--- src/sv/mcpd_pkg.sv ---
// ----------------------------------------------------------------------------
// mcpd_pkg
// Shared types and constants for the multi-channel poll debouncer.
// ----------------------------------------------------------------------------
package mcpd_pkg;

  localparam int unsigned NUM_CHANNELS_DEF = 4;
  localparam int unsigned PIN_COUNT        = 4;
  localparam int unsigned POWER_CHANNEL    = 3;

  localparam int unsigned TIME_W     = 32;
  localparam int unsigned INTERVAL_W = 16;
  localparam int unsigned SAMPLES_W  = 8;
  localparam int unsigned DEB_TIME_W = 16;
  localparam int unsigned CFG_DATA_W = 16;
  localparam int unsigned CFG_IDX_W  = 2;

  localparam logic [INTERVAL_W-1:0] POLL_INTERVAL_RST = 16'd10;
  localparam logic [SAMPLES_W-1:0]  DEB_SAMPLES_RST   = 8'd3;
  localparam logic [DEB_TIME_W-1:0] DEB_TIME_RST      = 16'd50;

  typedef enum logic [CFG_IDX_W-1:0] {
    REG_POLL_INTERVAL = 2'd0,
    REG_DEB_SAMPLES   = 2'd1,
    REG_DEB_TIME      = 2'd2
  } cfg_reg_e;

  typedef enum logic {
    CMD_POLL  = 1'b0,
    CMD_START = 1'b1
  } cmd_e;

  // Per-word control handed to every channel
  typedef struct packed {
    logic                  start;
    logic                  poll;
    logic [TIME_W-1:0]     now_ms;
    logic [SAMPLES_W-1:0]  samples;
    logic [DEB_TIME_W-1:0] time_ms;
  } chan_ctrl_t;

  typedef struct packed {
    logic settled;
    logic changed;
  } chan_stat_t;

  typedef struct packed {
    logic start;
    logic poll;
    logic enabled;
  } gate_stat_t;

endpackage

--- src/sv/multi_channel_poll_debouncer.sv ---
// ----------------------------------------------------------------------------
// multi_channel_poll_debouncer
// Polled switch debouncer with per-channel sample count and elapsed time.
// ----------------------------------------------------------------------------
// Takes one word per clock while in_stall_o is low and returns exactly one
// result word per input word: the word is held in an input register, the
// poll gate and every channel update run as combinational logic on it, and
// the result lands in an output register. The per-channel update (a 32-bit
// elapsed-time subtract and compare) sets the clock-to-clock path. An input
// word is still taken while a finished result waits in the output register;
// stall on the output side reaches the input side only once both registers
// are full. Configuration writes take effect at the next edge.
// ----------------------------------------------------------------------------
module multi_channel_poll_debouncer #(
  parameter int unsigned NUM_CHANNELS = mcpd_pkg::NUM_CHANNELS_DEF
) (
  input  logic                                 clk_i,
  input  logic                                 rst_ni,
  // configuration
  input  logic                                 cfg_we_i,
  input  logic [mcpd_pkg::CFG_IDX_W-1:0]       cfg_idx_i,
  input  logic [mcpd_pkg::CFG_DATA_W-1:0]      cfg_data_i,
  // input words
  input  logic                                 in_valid_i,
  output logic                                 in_stall_o,
  input  logic                                 cmd_i,
  input  logic [mcpd_pkg::TIME_W-1:0]          now_ms_i,
  input  logic [mcpd_pkg::PIN_COUNT-1:0]       pin_levels_i,
  // result words
  output logic                                 out_valid_o,
  input  logic                                 out_stall_i,
  output logic                                 poll_taken_o,
  output logic [mcpd_pkg::PIN_COUNT-1:0]       stable_levels_o,
  output logic [mcpd_pkg::PIN_COUNT-1:0]       changed_mask_o,
  output logic                                 power_fail_o
);

  // configuration registers
  logic [mcpd_pkg::INTERVAL_W-1:0] poll_interval_q;
  logic [mcpd_pkg::SAMPLES_W-1:0]  deb_samples_q;
  logic [mcpd_pkg::DEB_TIME_W-1:0] deb_time_q;

  always_ff @(posedge clk_i or negedge rst_ni) begin
    if (!rst_ni) begin
      poll_interval_q <= mcpd_pkg::POLL_INTERVAL_RST;
      deb_samples_q   <= mcpd_pkg::DEB_SAMPLES_RST;
      deb_time_q      <= mcpd_pkg::DEB_TIME_RST;
    end else if (cfg_we_i) begin
      unique case (cfg_idx_i)
        mcpd_pkg::REG_POLL_INTERVAL: poll_interval_q <= cfg_data_i;
        mcpd_pkg::REG_DEB_SAMPLES:   deb_samples_q   <= cfg_data_i[mcpd_pkg::SAMPLES_W-1:0];
        mcpd_pkg::REG_DEB_TIME:      deb_time_q      <= cfg_data_i;
        default: ;
      endcase
    end
  end

  // input register
  logic                               in_valid_q, in_valid_d;
  logic                               in_cmd_q;
  logic [mcpd_pkg::TIME_W-1:0]        in_now_q;
  logic [mcpd_pkg::PIN_COUNT-1:0]     in_pins_q;
  logic                               in_accept;
  logic                               out_ready;
  logic                               fire;

  logic                               out_valid_q, out_valid_d;
  logic                               poll_taken_q;
  logic [mcpd_pkg::PIN_COUNT-1:0]     stable_q, stable_d;
  logic [mcpd_pkg::PIN_COUNT-1:0]     changed_q, changed_d;
  logic                               power_fail_q, power_fail_d;

  assign out_ready  = !out_valid_q || !out_stall_i;
  assign fire       = in_valid_q && out_ready;
  assign in_stall_o = in_valid_q && !out_ready;
  assign in_accept  = in_valid_i && !in_stall_o;

  always_comb begin
    in_valid_d = in_valid_q;
    if (in_accept) begin
      in_valid_d = 1'b1;
    end else if (fire) begin
      in_valid_d = 1'b0;
    end
  end

  always_ff @(posedge clk_i or negedge rst_ni) begin
    if (!rst_ni) begin
      in_valid_q <= 1'b0;
    end else begin
      in_valid_q <= in_valid_d;
    end
  end

  always_ff @(posedge clk_i) begin
    if (in_accept) begin
      in_cmd_q  <= cmd_i;
      in_now_q  <= now_ms_i;
      in_pins_q <= pin_levels_i;
    end
  end

  // poll gate
  mcpd_pkg::gate_stat_t gate_stat;

  mcpd_poll_gate u_gate (
    .clk_i      (clk_i),
    .rst_ni     (rst_ni),
    .fire_i     (fire),
    .cmd_i      (in_cmd_q),
    .now_ms_i   (in_now_q),
    .interval_i (poll_interval_q),
    .stat_o     (gate_stat)
  );

  // channels
  mcpd_pkg::chan_ctrl_t              chan_ctrl;
  logic [NUM_CHANNELS-1:0]           settled_vec;
  logic [NUM_CHANNELS-1:0]           changed_vec;

  assign chan_ctrl.start   = gate_stat.start;
  assign chan_ctrl.poll    = gate_stat.poll;
  assign chan_ctrl.now_ms  = in_now_q;
  assign chan_ctrl.samples = deb_samples_q;
  assign chan_ctrl.time_ms = deb_time_q;

  for (genvar g = 0; g < NUM_CHANNELS; g++) begin : g_chan
    logic                 pin;
    mcpd_pkg::chan_stat_t stat;

    // channels without a pin read low
    if (g < mcpd_pkg::PIN_COUNT) begin : g_pin
      assign pin = in_pins_q[g];
    end else begin : g_nopin
      assign pin = 1'b0;
    end

    mcpd_channel u_chan (
      .clk_i  (clk_i),
      .rst_ni (rst_ni),
      .ctrl_i (chan_ctrl),
      .pin_i  (pin),
      .stat_o (stat)
    );

    assign settled_vec[g] = stat.settled;
    assign changed_vec[g] = stat.changed;
  end

  for (genvar b = 0; b < mcpd_pkg::PIN_COUNT; b++) begin : g_outbit
    if (b < NUM_CHANNELS) begin : g_used
      assign stable_d[b]  = settled_vec[b];
      assign changed_d[b] = changed_vec[b];
    end else begin : g_unused
      assign stable_d[b]  = 1'b0;
      assign changed_d[b] = 1'b0;
    end
  end

  if (NUM_CHANNELS > mcpd_pkg::POWER_CHANNEL) begin : g_pfail
    assign power_fail_d = changed_vec[mcpd_pkg::POWER_CHANNEL] &&
                          !settled_vec[mcpd_pkg::POWER_CHANNEL];
  end else begin : g_no_pfail
    assign power_fail_d = 1'b0;
  end

  // result register
  always_comb begin
    out_valid_d = out_valid_q;
    if (fire) begin
      out_valid_d = 1'b1;
    end else if (out_ready) begin
      out_valid_d = 1'b0;
    end
  end

  always_ff @(posedge clk_i or negedge rst_ni) begin
    if (!rst_ni) begin
      out_valid_q <= 1'b0;
    end else begin
      out_valid_q <= out_valid_d;
    end
  end

  always_ff @(posedge clk_i) begin
    if (fire) begin
      poll_taken_q <= gate_stat.poll;
      stable_q     <= stable_d;
      changed_q    <= changed_d;
      power_fail_q <= power_fail_d;
    end
  end

  assign out_valid_o     = out_valid_q;
  assign poll_taken_o    = poll_taken_q;
  assign stable_levels_o = stable_q;
  assign changed_mask_o  = changed_q;
  assign power_fail_o    = power_fail_q;

  // power fail only on a channel that just settled low
  assert property (@(posedge clk_i) disable iff (!rst_ni)
    (out_valid_o && power_fail_o) |-> (changed_mask_o[mcpd_pkg::POWER_CHANNEL] &&
                                       !stable_levels_o[mcpd_pkg::POWER_CHANNEL]))
    else $error("power fail without channel settling low");

  // levels change only on an accepted poll
  assert property (@(posedge clk_i) disable iff (!rst_ni)
    (out_valid_o && (changed_mask_o != '0)) |-> poll_taken_o)
    else $error("changed mask set on a word that was not a taken poll");

  // a processed word always reaches the result register
  assert property (@(posedge clk_i) disable iff (!rst_ni)
    fire |=> out_valid_q)
    else $error("processed word lost");

  // a poll can only be taken once armed
  assert property (@(posedge clk_i) disable iff (!rst_ni)
    gate_stat.poll |-> gate_stat.enabled)
    else $error("poll taken while not armed");

endmodule

--- src/sv/mcpd_poll_gate.sv ---
// ----------------------------------------------------------------------------
// mcpd_poll_gate
// Arming flag and poll interval check against the last start or accepted poll time.
// ----------------------------------------------------------------------------
module mcpd_poll_gate (
  input  logic                             clk_i,
  input  logic                             rst_ni,
  input  logic                             fire_i,
  input  logic                             cmd_i,
  input  logic [mcpd_pkg::TIME_W-1:0]      now_ms_i,
  input  logic [mcpd_pkg::INTERVAL_W-1:0]  interval_i,
  output mcpd_pkg::gate_stat_t             stat_o
);

  logic                          enabled_q, enabled_d;
  logic [mcpd_pkg::TIME_W-1:0]   last_q, last_d;
  logic [mcpd_pkg::TIME_W-1:0]   since_last;
  logic                          is_start;
  logic                          poll_ok;

  assign is_start   = (cmd_i == mcpd_pkg::CMD_START);
  assign since_last = now_ms_i - last_q;
  assign poll_ok    = !is_start && enabled_q &&
                      (since_last >= {{(mcpd_pkg::TIME_W-mcpd_pkg::INTERVAL_W){1'b0}},
                                      interval_i});

  always_comb begin
    enabled_d = enabled_q;
    last_d    = last_q;
    if (fire_i && is_start) begin
      enabled_d = 1'b1;
      last_d    = now_ms_i;
    end else if (fire_i && poll_ok) begin
      last_d = now_ms_i;
    end
  end

  always_ff @(posedge clk_i or negedge rst_ni) begin
    if (!rst_ni) begin
      enabled_q <= 1'b0;
      last_q    <= '0;
    end else begin
      enabled_q <= enabled_d;
      last_q    <= last_d;
    end
  end

  assign stat_o.start   = fire_i && is_start;
  assign stat_o.poll    = fire_i && poll_ok;
  assign stat_o.enabled = enabled_q;

endmodule

--- src/sv/mcpd_channel.sv ---
// ----------------------------------------------------------------------------
// mcpd_channel
// State and update of one debounced channel: sample counter and change time.
// ----------------------------------------------------------------------------
module mcpd_channel (
  input  logic                  clk_i,
  input  logic                  rst_ni,
  input  mcpd_pkg::chan_ctrl_t  ctrl_i,
  input  logic                  pin_i,
  output mcpd_pkg::chan_stat_t  stat_o
);

  logic                                prev_q, prev_d;
  logic                                cand_q, cand_d;
  logic                                settled_q, settled_d;
  logic [mcpd_pkg::TIME_W-1:0]         change_q, change_d;
  logic [mcpd_pkg::SAMPLES_W-1:0]      count_q, count_d;
  logic [mcpd_pkg::TIME_W-1:0]         elapsed;
  logic                                changed;

  always_comb begin
    prev_d    = prev_q;
    cand_d    = cand_q;
    settled_d = settled_q;
    change_d  = change_q;
    count_d   = count_q;
    changed   = 1'b0;
    elapsed   = ctrl_i.now_ms - change_q;
    if (ctrl_i.start) begin
      prev_d    = pin_i;
      cand_d    = pin_i;
      settled_d = pin_i;
      change_d  = '0;
      count_d   = '0;
    end else if (ctrl_i.poll) begin
      if (pin_i != prev_q) begin
        cand_d   = pin_i;
        change_d = ctrl_i.now_ms;
        count_d  = '0;
      end else if (count_q < ctrl_i.samples) begin
        count_d = count_q + 1'b1;
      end
      elapsed = ctrl_i.now_ms - change_d;
      // accept the candidate once both count and time thresholds are met
      if ((count_d >= ctrl_i.samples) &&
          (elapsed >= {{(mcpd_pkg::TIME_W-mcpd_pkg::DEB_TIME_W){1'b0}}, ctrl_i.time_ms}) &&
          (cand_d != settled_q)) begin
        settled_d = cand_d;
        changed   = 1'b1;
      end
      prev_d = pin_i;
    end
  end

  always_ff @(posedge clk_i or negedge rst_ni) begin
    if (!rst_ni) begin
      prev_q    <= 1'b1;
      cand_q    <= 1'b1;
      settled_q <= 1'b1;
      change_q  <= '0;
      count_q   <= '0;
    end else begin
      prev_q    <= prev_d;
      cand_q    <= cand_d;
      settled_q <= settled_d;
      change_q  <= change_d;
      count_q   <= count_d;
    end
  end

  assign stat_o.settled = settled_d;
  assign stat_o.changed = changed;

endmodule
--- config.mk ---
export PLATFORM = sky130hd
export DESIGN_NAME = multi_channel_poll_debouncer
export DESIGN_NICKNAME = d
export VERILOG_FILES = /design/src/sv/mcpd_pkg.sv /design/src/sv/multi_channel_poll_debouncer.sv /design/src/sv/mcpd_poll_gate.sv /design/src/sv/mcpd_channel.sv
export SDC_FILE = /design/constraint.sdc
export NUM_CORES = 1
export LEC_CHECK = 0
export ABC_AREA = 1
export BUFFER_PORTS_ARGS = -buffer_cell sky130_fd_sc_hd__buf_2
export CAP_MARGIN = 10
export CORE_UTILIZATION = 31
export DETAILED_ROUTE_END_ITERATION = 10
export SLEW_MARGIN = 20
export SYNTH_ARGS = -nofsm -noshare
export SYNTH_HDL_FRONTEND = slang
export SYNTH_SLANG_ARGS = --single-unit
export TNS_END_PERCENT = 10
--- constraint.sdc ---
create_clock -name clk_i -period 5.1 [get_ports clk_i]
set_clock_uncertainty 0.1 [all_clocks]
set_input_delay 0.255 -clock clk_i [delete_from_list [all_inputs] [get_ports clk_i]]
set_output_delay 0.255 -clock clk_i [all_outputs]
set_load 0.01 [all_outputs]
# Word-level counts from Yosys, hierarchy flattened
# Index checks and enable logic that the tools add are counted.
# Widths: inputs -> output; s select.
[totals]
elab_cells = 195
out_inout_bits = 12
register_bits = 294
[op_classes]
eq_ne = 10
magnitude_cmp = 13
bitwise = 1
reduce_logical = 31
add_sub_neg = 9
mux = 96
[ops]
columns = ["operator", "n"]
rows = [
  ["$mux 32", 22],
  ["$mux 8", 24],
  ["$ge 32x16->1", 5],
  ["$sub 32x32->32", 5],
  ["$mux 1", 50],
  ["$add 8x1->8 const B", 4],
  ["$ge 8x8->1", 4],
  ["$lt 8x8->1", 4],
  ["$logic_and 1x1->1", 16],
  ["$ne 1x1->1", 8],
  ["$logic_not 1->1", 6],
  ["$reduce_and 2->1", 3],
  ["$reduce_bool 2->1", 3],
  ["$eq 2x1->1 const B", 1],
  ["$eq 2x2->1 const B", 1],
  ["$logic_not 2->1", 1],
  ["$reduce_or 2->1", 1],
  ["$logic_or 1x1->1", 1],
  ["$not 1->1", 1],
]

# Depth between registers and ports, before layout
# Gate-level depths: netlist of run 1.
[logic_depth]
ltp_word = 15
depth_mapped = 34
depth_no_buf = 32

# Cells and area by module
# A second synthesis of run 1 with hierarchy kept.
[hier_totals]
cells_unflattened = 4787
hier_area_um2 = 29752.3
[by_module_without_submodules]
columns = ["module", "seq_area_each_um2", "area_per_inst_um2", "instances", "cells_each"]
rows = [
  ["mcpd_channel at g_chan[1].u_chan ...", 1079.8, 5539.1, 3, 941],
  ["mcpd_channel at g_chan[0].u_chan", 1079.8, 5550.3, 1, 935],
  ["mcpd_poll_gate", 825.8, 4399.2, 1, 789],
  ["multi_channel_poll_debouncer", 2471.1, 3185.6, 1, 240],
]

# Least setup slack after synthesis of run 1
# Ideal clock, no wire load.
[synth_path]
kind = "reg2reg"
start = "register g_chan[1].u_chan.prev_q"
end = "register stable_q (netlist bit stable_levels_o[1]) (data pin)"
arrival_ns = 3.728
path_slack_ns = 1.013
setup_time_ns = 0.259
period_less_slack_ns = 4.087
path_stages_with_launch = 29
path_cell_list = "dfstp_2 nand2_1 nand2_1 clkbuf_1 clkbuf_1 nand2_1 o21ai_0 ha_1 a21oi_1 a21boi_0 o21ai_1 xor2_1 ha_1 nand2_1 inv_1 a221oi_1 o21ai_0 nand2_1 a21oi_1 nor2_1 nand2_1 inv_1 nand3_1 nor2_1 nand3_1 nand2_1 nand2_1 nand3_1 nand2_1"
[synth_between]
elab_chain_cells = 11
word_cells_on_any_way = 19
classes_between = "1 x add/sub; 2 x order compare; 2 x eq/ne; 12 x mux; 2 x reduce/logical"
[synth_lines]
columns = ["element", "line", "source"]
rows = [
  ["from (decl)", "mcpd_channel.sv:13", "logic prev_q, prev_d;"],
  ["from (signal assigned)", "mcpd_channel.sv:63", "prev_q <= prev_d;"],
  ["$ne 1x1->1 *", "mcpd_channel.sv:36", "if (pin_i != prev_q) begin"],
  ["$mux 32", "mcpd_channel.sv:36", ""],
  ["$mux 32", "mcpd_channel.sv:35", "end else if (ctrl_i.poll) begin"],
  ["$mux 32", "mcpd_channel.sv:29", "if (ctrl_i.start) begin"],
  ["$sub 32x32->32", "mcpd_channel.sv:43", "elapsed = ctrl_i.now_ms - change_d;"],
  ["$ge 32x16->1", "mcpd_channel.sv:46", "(elapsed >= {{(mcpd_pkg::TIME_W-mcpd_pkg::DEB_TIME_W){1'b0}}, ctrl_i.time_ms}) &&"],
  ["$logic_and 1x1->1", "mcpd_channel.sv:45", "if ((count_d >= ctrl_i.samples) &&"],
  ["$logic_and 1x1->1", "mcpd_channel.sv:46", ""],
  ["$mux 1 *", "mcpd_channel.sv:45", ""],
  ["$mux 1 *", "mcpd_channel.sv:35", ""],
  ["$mux 1 *", "mcpd_channel.sv:29", ""],
  ["named net g_chan[1].u_chan.settled_d", "mcpd_channel.sv:15", "logic settled_q, settled_d;"],
  ["to (signal assigned)", "multi_channel_poll_debouncer.sv:188", "stable_q <= stable_d;"],
  ["to (decl)", "multi_channel_poll_debouncer.sv:69", "logic [mcpd_pkg::PIN_COUNT-1:0] stable_q, stable_d;"],
]
# The timed path passes the listed nets; every way through them passes the cells marked *. The select of a mux whose other input is x is not followed.
# A chain may end at the register's enable or synchronous reset.

# Worst setup path in the final report of run 1
[layout_path]
start = "register in_now_q[1] in the netlist's numbering"
end = "register g_chan[2].u_chan.change_q[28] in the netlist's numbering"
[layout_between]
elab_chain_cells = 5
[layout_lines]
columns = ["element", "line", "source"]
rows = [
  ["from (decl)", "multi_channel_poll_debouncer.sv:61", "logic [mcpd_pkg::TIME_W-1:0] in_now_q;"],
  ["from (signal assigned)", "multi_channel_poll_debouncer.sv:98", "in_now_q <= now_ms_i;"],
  ["$sub 32x32->32", "mcpd_poll_gate.sv:22", "assign since_last = now_ms_i - last_q;"],
  ["$ge 32x16->1", "mcpd_poll_gate.sv:24", "(since_last >= {{(mcpd_pkg::TIME_W-mcpd_pkg::INTERVAL_W){1'b0}},"],
  ["$logic_and 1x1->1", "mcpd_poll_gate.sv:23", "assign poll_ok = !is_start && enabled_q &&"],
  ["$logic_and 1x1->1", "mcpd_poll_gate.sv:49", "assign stat_o.poll = fire_i && poll_ok;"],
  ["$reduce_bool 2->1 (no source line)", "--", ""],
  ["to (signal assigned)", "mcpd_channel.sv:66", "change_q <= change_d;"],
  ["to (decl)", "mcpd_channel.sv:16", "logic [mcpd_pkg::TIME_W-1:0] change_q, change_d;"],
]
# Every way passes these cells.

==> impl_metrics.toml, run 1 <==
[status]
outcome = "finished, final reports clean"

[grt]
grt_pass1_wl_mm = 144.1
track_usage_pct = 21.08
overflow = 0
grt_max_degree = 90
antenna_found_initial = 0
grt_pass1_vias = 24660

[setup_path]
path_class = "reg -> reg"
slowest_delay_ns = 0.62
r2r-start = "in_now_q[1]"
cp.arrival_ns = 5.13
cp_max_fo = 63
cp-start-kind = "flop"
crit_slowest_cell = "edfxtp_1"
crit_top_cell = "nand2_1"
reg2regPathDepth = 24
startpoint = "in_now_q[1]"
timing.rr.end = "g_chan[2].u_chan.change_q[28]"
timing.reg2reg.setup_slack_ns = 0.33
worstPathRequired_ns = 5.46
crit_chain = "ha_1, nand3_1, nand2_1, nand2_1, nand3_2, inv_2, o21ai_2, xor2_1, ha_1, a21oi_1, nor3_1, a211oi_1, nand2_1, nand2_1, nand3_1, nor2_1, nand3b_1, nor2_1, nand3_2, nand2_8, buf_4, buf_12, nand3_1, o21ai_0"
end_kind = "flop"

[finish]
final_common_cell = "nand2_1"
antenna_cells = 0
nets = 4353
nFillCells = 9208
area_delta_synth_final_pct = 14.32
layout_common_cells = "nand2_1 (958), inv_1 (524), o21ai_0 (396)"
final_core_util_pct = 35.90
multiInputGateArea_um2 = 16710
seqCellArea_um2 = 7616
drive_gt1_share_pct = 8.451

[timing]
hold_viol = 0
finalSetupViolCount = 0
rsz0062_at_grt = "no"
worstMarginPinSlew_ns = 1.147
finalMaxSlewViolations = 0
fmax_ghz = 0.2097
fin_ws_ns = 0.3322
setup_tns_ns = 0
min_period_over_period_pct = 93.49
slew_headroom_pct = 22.90
fin_crit_ns = 4.768

[routing]
ant_nets = 0
totalWireLength_mm = 93.37
first_pass_iters = 7
drtIter0Drc = 2287
wl_per_cell_um = 18.03
drc = 0
viasPerCell = 5.123
dr_total_vias = 26530

[power_and_ir_drop]
total_power_uw = 15560
peakVddDrop_mv = 0.2298
power_density_nw_per_um2 = 507.4
p_leak_uw = 0.01496

[clock_tree]
clkLatencyLatePin_ns = 0.56
cts.sinks = 294
cts_tree = "done"
root_buffer = "clkbuf_16"
htree_levels = 2
path_clk_slew_ns = 0.06
cts_buffers = 39
clock_path_buffers = 3

[hold_path]
hold_class = "in -> async"

[synthesis]
syn_nets = 4213
synth_cell_types = 51
synth_edf_count = 47
async_flop_share_pct = 84.01
synthCells = 3866
ys_seq_elements = 294
syn-mean-instance-area_um2 = 6.938
synth_seq_area_share_pct = 28.40
synth_ff_type = "dfrtp_1"
yosysWarnings = 0
synth_area_um2 = 26820

[place]
pre_cts_slack_ns = 0.2506
place.gp.congestion = 0.9461
dp_hpwl_mm = 73.94
numPortBuffers = 71

[floorplanning]
die_y_um = 296.1
ios = 72
die_x_um = 296.1
core.rowCount = 107
fp.dieArea_um2 = 87700
fp.coreArea_um2 = 85410
start_util_pct = 31.40

[flow_run]
max_cap_violations = 0
==> critical path: cells and delay by family (launching register included) <==
kind / cells / cell delay [ns]
adders and majority gates: 2 / 0.68
buffers and inverters: 3 / 0.57
AOI/OAI and AO/OA: 4 / 0.63
DFF: 1 / 0.62
xor gates and xnor gates: 1 / 0.19
and+or+nand+nor: 14 / 1.80
==> cell type report <==
type                            count  share of cell area, %
Timing Repair Buffer              197                  4.946
Multi-Input combinational cell   2943                  54.50
Clock inverter                     22                  1.053
Inverter                          531                  6.501
Tap cell                         1144                  4.668
Sequential cell                   294                  24.84
Clock buffer                       48                  3.489
==> metal layers <==
layer / share of wire [%] / global-route usage [%] / up-vias
met5: 0 / 0 / -
li1: - / - / 13200
met2: 44 / 33.72 / 818
met4: 3.3 / 6.852 / 0
met1: 47 / 29.31 / 12390
met3: 5.7 / 2.496 / 129
==> stage by stage <==
stage	hold WS [ns]	instance area [µm²]	cells
final	0.08747	30660	5179
after CTS	0.09310	30610	5176
after detailed placement	0.1179	28650	5049
after floorplan	-0.1406	26820	3866
after global placement	0.1106	28650	5049
after global routing	0.1282	30660	5179
==> power by group <==
group	switching, µW	internal (µW)	leakage [µW]	total (µW)
sequential	331	2960	0.00361	3290
clock	1150	1900	0.000679	3050
combinational	6000	3210	0.0107	9210
total	7490	8070	0.0150	15600
==> Yosys cell counts, types with 22 or more instances <==
master	n	area (µm²)
o22ai_2	27	337.8
nand2_1	961	3607
nor3_1	64	320.3
ha_1	283	3541
dfrtp_1	228	5705
o21ai_2	22	192.7
o21ai_0	398	1992
inv_1	524	1967
xor2_1	72	630.6
nand3_1	272	1361
a21oi_1	234	1171
edfxtp_1	47	1411
nor2_1	274	1028
clkbuf_1	55	206.5
nand4_1	53	331.6
o21ai_1	41	205.2
o21bai_1	26	195.2
==> what timing repair did <==
action                     CTS  global route
hold buffers                57             0
setup buffers                0             2
hold endpoints to repair   127             0
setup endpoints to repair    0            76
resized for setup            0             5
==> registers in the layout, indices dropped and copies added (netlist names), 8 cells and up <==
signal,count
deb_samples_q,8
in_now_q,32
deb_time_q,16
poll_interval_q,16
g_chan.u_chan.change_q,128
u_gate.last_q,32
g_chan.u_chan.count_q,32
==> worst max path at each step <==
stage,end,slack (ns),cells after the start
2_1_floorplan,stable_levels_o[1],1.01,28
3_3_place_gp,g_chan[3].u_chan.count_q[6],0.30,23
3_5_place_dp,g_chan[3].u_chan.count_q[6],0.25,23
4_1_cts,g_chan[2].u_chan.change_q[28],0.20,24
5_1_grt,stable_levels_o[2],0.03,24
6_report,g_chan[2].u_chan.change_q[28],0.33,24
==> kinds of logic after synthesis <==
kind of cell / count (synthesis) / share of synthesized area [%]
simple gates: 1702 / 27.01
compound gates: 867 / 18.71
buf+inv: 630 / 9.577
flops: 294 / 28.40
fa+ha+maj: 287 / 13.50
xor+xnor: 86 / 2.808
Note: power is estimated with default switching activity, not from simulation.
==> run 2: changes to the inputs <==
--- a/config.mk
+++ b/config.mk
@@ -10,6 +10,8 @@
 export CAP_MARGIN = 10
 export CORE_UTILIZATION = 31
 export DETAILED_ROUTE_END_ITERATION = 10
+export REMOVE_ABC_BUFFERS = 1
+export SKIP_CTS_REPAIR_TIMING = 1
 export SLEW_MARGIN = 20
 export SYNTH_ARGS = -nofsm -noshare
 export SYNTH_HDL_FRONTEND = slang
==> impl_metrics.toml, run 2 (synthesis gave the netlist of run 1 again) <==
[status]
outcome = "finished with violations"
violations = "negative hold slack"

[power_and_ir_drop]
power_density_nw_per_um2 = 500.9
peakVddDrop_mv = 0.2267
p_leak_uw = 0.01498

[routing]
wl_per_cell_um = 17.47
totalWireLength_mm = 90.54
ant_nets = 0
dr_total_vias = 26090
drc = 0
viasPerCell = 5.034
drtIter0Drc = 2381
first_pass_iters = 6

[grt]
grt_max_degree = 112
overflow = 0
track_usage_pct = 20.39
grt_pass1_vias = 23980
grt_pass1_wl_mm = 138.7
antenna_found_initial = 0

[clock_tree]
path_clk_slew_ns = 0.06
cts.sinks = 294
cts_tree = "done"
clkLatencyLatePin_ns = 0.58
root_buffer = "clkbuf_16"
cts_buffers = 39
clock_path_buffers = 3
htree_levels = 2

[finish]
antenna_cells = 0
area_delta_synth_final_pct = 14.50
top_register = "g_chan.u_chan.change_q"
largest_reg_flops = 128
postLayoutCellArea_um2 = 30710
drive_gt1_share_pct = 8.663
nets = 4356
layout_common_cells = "nand2_1 (957), inv_1 (522), o21ai_0 (391)"
final_common_cell = "nand2_1"

[floorplanning]
die_y_um = 296.1
fp.coreArea_um2 = 85410
core.rowCount = 107
die_x_um = 296.1
ios = 72
fp.dieArea_um2 = 87700
start_util_pct = 31.40

[timing]
finalMaxSlewViolations = 0
setup_tns_ns = 0
fin_crit_ns = 4.712
worstMarginPinSlew_ns = 0.9847
finalSetupViolCount = 0
fmax_ghz = 0.2122
slew_headroom_pct = 34.35
min_period_over_period_pct = 92.39
fin_ws_ns = 0.3881
hold_viol = 3
hold_ws_ns = -0.04480

[setup_path]
worstPathRequired_ns = 5.32
path_class = "reg -> reg"
cp-start-kind = "flop"
cp_max_fo = 21
cp.arrival_ns = 4.93
end_kind = "flop"

[place]
numPortBuffers = 71
pre_cts_slack_ns = 0.09003
place.gp.congestion = 0.9599
placed_area_um2 = 28660
dp_hpwl_mm = 71.96

[flow_run]
max_cap_violations = 0

[hold_path]
hold_class = "in -> reg"
-- run 2: layout make-up --
type	count	area [µm²]
clock buffers	54	1104
clock inverters	18	241.5
fillers	9214	54710
inverters	531	1997
multi-input cells	2942	16720
flip-flops and latches	294	7616
well taps	1144	1431
repair buffers	201	1603
-- run 2: worst paths after layout --
path | from | to | slack, ns | cells after the start
max in group asynchronous | rst_ni | g_chan[3].u_chan.change_q[12] | 3.60 | 3
worst min-delay path | cfg_data_i[7] | deb_samples_q[7] | -0.04 | 3
worst min register to register | u_gate.enabled_q | u_gate.enabled_q | 0.35 | 2
worst max-delay path | g_chan[0].u_chan.prev_q | stable_levels_o[0] | 0.39 | 27
worst max register to register | g_chan[0].u_chan.prev_q | stable_levels_o[0] | 0.39 | 27
min in group asynchronous | rst_ni | u_gate.last_q[27] | 0.15 | 2
-- run 2: where the power goes --
group	internal, µW	leakage, µW	total (µW)	switching (µW)
registers	2960	0.00361	3250	291
clock network	1770	0.000655	2950	1180
logic	3230	0.0107	9170	5950
total	7970	0.0150	15400	7420
-- run 2: stage by stage --
| step | util, % | total power [µW] | instances |
|---|---|---|---|
| 2_1_floorplan | - | 9780 | 3767 |
| 3_3_place_gp | 33.55 | 12120 | 5048 |
| 3_5_place_dp | 33.55 | 12230 | 5048 |
| 4_1_cts | 35.13 | 15270 | 5120 |
| 5_1_grt | 35.95 | 16820 | 5184 |
| 6_report | 35.95 | 15380 | 5184 |
-- run 2: routing by layer --
metal | share of wire (%) | up-vias | global-route usage, %
li1 | - | 13220 | -
met1 | 46 | 12010 | 27.37
met2 | 45 | 717 | 32.87
met3 | 5.2 | 152 | 2.518
met4 | 4.0 | 0 | 8.662
met5 | 0 | - | 0
-- run 2: worst max-delay path: stages (launching register included) --
cell	delay (ns)
dfstp_2	0.53
inv_1	0.05
nand2_1	0.11
nand2_4	0.17
buf_12	0.21
nand2_1	0.05
o21ai_0	0.12
ha_1	0.38
nand2_1	0.13
o21ai_0	0.33
inv_1	0.07
nand2_1	0.16
xor2_1	0.18
ha_1	0.26
a21oi_1	0.16
nor2_1	0.05
a211oi_1	0.18
a21oi_1	0.11
nor2_1	0.17
nand3_1	0.11
nor2_1	0.12
nand3_1	0.08
nor2_1	0.09
nand2_1	0.18
nand2_1	0.14
nand2_1	0.05
nand3_1	0.06
nand2_1	0.09
==> run 3: changes to the inputs <==
--- a/config.mk
+++ b/config.mk
@@ -10,6 +10,7 @@
 export CAP_MARGIN = 10
 export CORE_UTILIZATION = 31
 export DETAILED_ROUTE_END_ITERATION = 10
+export PLACE_DENSITY = 0.45
 export REMOVE_ABC_BUFFERS = 1
 export SKIP_CTS_REPAIR_TIMING = 1
 export SLEW_MARGIN = 20
==> impl_metrics.toml, run 3 (synthesis gave the netlist of run 1 again) <==
[clock_tree]
cts_tree = "done"
path_clk_slew_ns = 0.06
cts.sinks = 294
clkLatencyLatePin_ns = 0.57
root_buffer = "clkbuf_16"
clock_path_buffers = 3
cts_buffers = 39
htree_levels = 2

[power_and_ir_drop]
peakVddDrop_mv = 0.2809
total_power_uw = 15580
p_leak_uw = 0.01495
power_density_nw_per_um2 = 508.1

[grt]
antenna_found_initial = 1
track_usage_pct = 21.67
grt_pass1_vias = 24050
grt_pass1_wl_mm = 145.7
overflow = 0
grt_max_degree = 117

[place]
numPortBuffers = 71
placed_cells = 5043
place.gp.congestion = 0.9628
dp_hpwl_mm = 76.97

[routing]
drtIter0Drc = 2137
ant_nets = 0
wl_per_cell_um = 18.59
viasPerCell = 5.005
drc = 0
first_pass_iters = 6
totalWireLength_mm = 96.23
dr_total_vias = 25910

[finish]
top_register = "g_chan.u_chan.change_q"
area_delta_synth_final_pct = 14.30
nets = 4350
largest_reg_flops = 128
final_core_util_pct = 35.89
drive_gt1_share_pct = 8.408
nFillCells = 9371
antenna_cells = 0
seqCellArea_um2 = 7616
fin_cells = 5176
layout_common_cells = "nand2_1 (957), inv_1 (523), o21ai_0 (395)"
final_common_cell = "nand2_1"
multiInputGateArea_um2 = 16720

[timing]
fin_crit_ns = 4.807
rsz0062_at_grt = "yes"
slew_headroom_pct = 31.08
hold_viol = 0
min_period_over_period_pct = 94.26
worstMarginPinSlew_ns = 1.034
hold_ws_ns = 0.1698
fmax_ghz = 0.2080
finalMaxSlewViolations = 0
finalSetupViolCount = 0
setup_tns_ns = 0

[floorplanning]
die_y_um = 296.1
fp.dieArea_um2 = 87700
ios = 72
start_util_pct = 31.40
core.rowCount = 107
die_x_um = 296.1
fp.coreArea_um2 = 85410

[status]
outcome = "finished, final reports clean"

[setup_path]
worstPathRequired_ns = 5.32
slowest_delay_ns = 0.52
end_kind = "flop"
path_class = "reg -> reg"
crit_top_cell = "nand2_1"
crit_slowest_cell = "dfstp_2"
cp.arrival_ns = 5.02
cp_max_fo = 12
cp-start-kind = "flop"

[flow_run]
max_cap_violations = 0

[hold_path]
hold_class = "in -> async"
==> run 3: cell count changes in the layout (fill, tap and decap cells not counted), sizes merged <==
| cell | change |
|---|---|
| dlygate4sd3 | +1 |
| bufinv | +1 |
| clkinvlp | -2 |
| clkinv | +1 |
| clkbuf | -4 |
| buf | -8 |
| inv | +2 |
| nand2 | +1 |
==> run 3: final timing paths <==
| check | start | endpoint | slack (ns) | cells after the start |
|---|---|---|---|---|
| max | g_chan[1].u_chan.prev_q | stable_levels_o[1] | 0.29 | 28 |
| min | rst_ni | g_chan[0].u_chan.count_q[3] | 0.17 | 2 |
| max reg2reg | g_chan[1].u_chan.prev_q | stable_levels_o[1] | 0.29 | 28 |
| min reg2reg | u_gate.enabled_q | u_gate.enabled_q | 0.35 | 2 |
| max in group asynchronous | rst_ni | g_chan[2].u_chan.change_q[23] | 3.55 | 3 |
| min in group clk_i | cfg_we_i | poll_interval_q[3] | 0.25 | 3 |
==> run 3: power breakdown <==
| part | switching, µW | total, µW | internal, µW | leakage, µW |
|---|---|---|---|---|
| clock | 1180 | 3000 | 1820 | 0.000666 |
| combinational | 6100 | 9320 | 3220 | 0.0107 |
| sequential | 297 | 3260 | 2960 | 0.00361 |
==> run 3: metal layers <==
metal | GRT usage (%) | up-vias | share of wire, %
met4 | 5.092 | 0 | 2.3
met1 | 30.98 | 11970 | 49
met2 | 34.25 | 636 | 44
li1 | - | 13200 | -
met5 | 0 | - | 0
met3 | 2.953 | 100 | 5.5
==> run 3: area by class of cell <==
cell class / instances / share of cell area, %
inverter: 531 / 6.502
clock buffer: 50 / 3.551
timing repair buffer: 194 / 5.000
multi-input combinational: 2943 / 54.55
tap: 1144 / 4.669
sequential: 294 / 24.84
clock inverter: 20 / 0.8816
==> run 3: critical path: cells and delay by family, from the launching register on <==
kind / cells / cell delay, ns
simple gates: 16 / 1.72
compound gates: 6 / 1.13
flops: 1 / 0.52
fa+ha+maj: 2 / 0.50
buf+inv: 3 / 0.35
xor+xnor: 1 / 0.19
==> run 3: through the flow <==
step / instance area [µm²] / setup slack, ns
after global routing: 30660 / -0.05527
after floorplan: 26250 / -2.036
final: 30660 / 0.2926
after CTS: 29970 / -0.1119
after detailed placement: 28610 / -0.05097
after global placement: 28610 / -0.01787
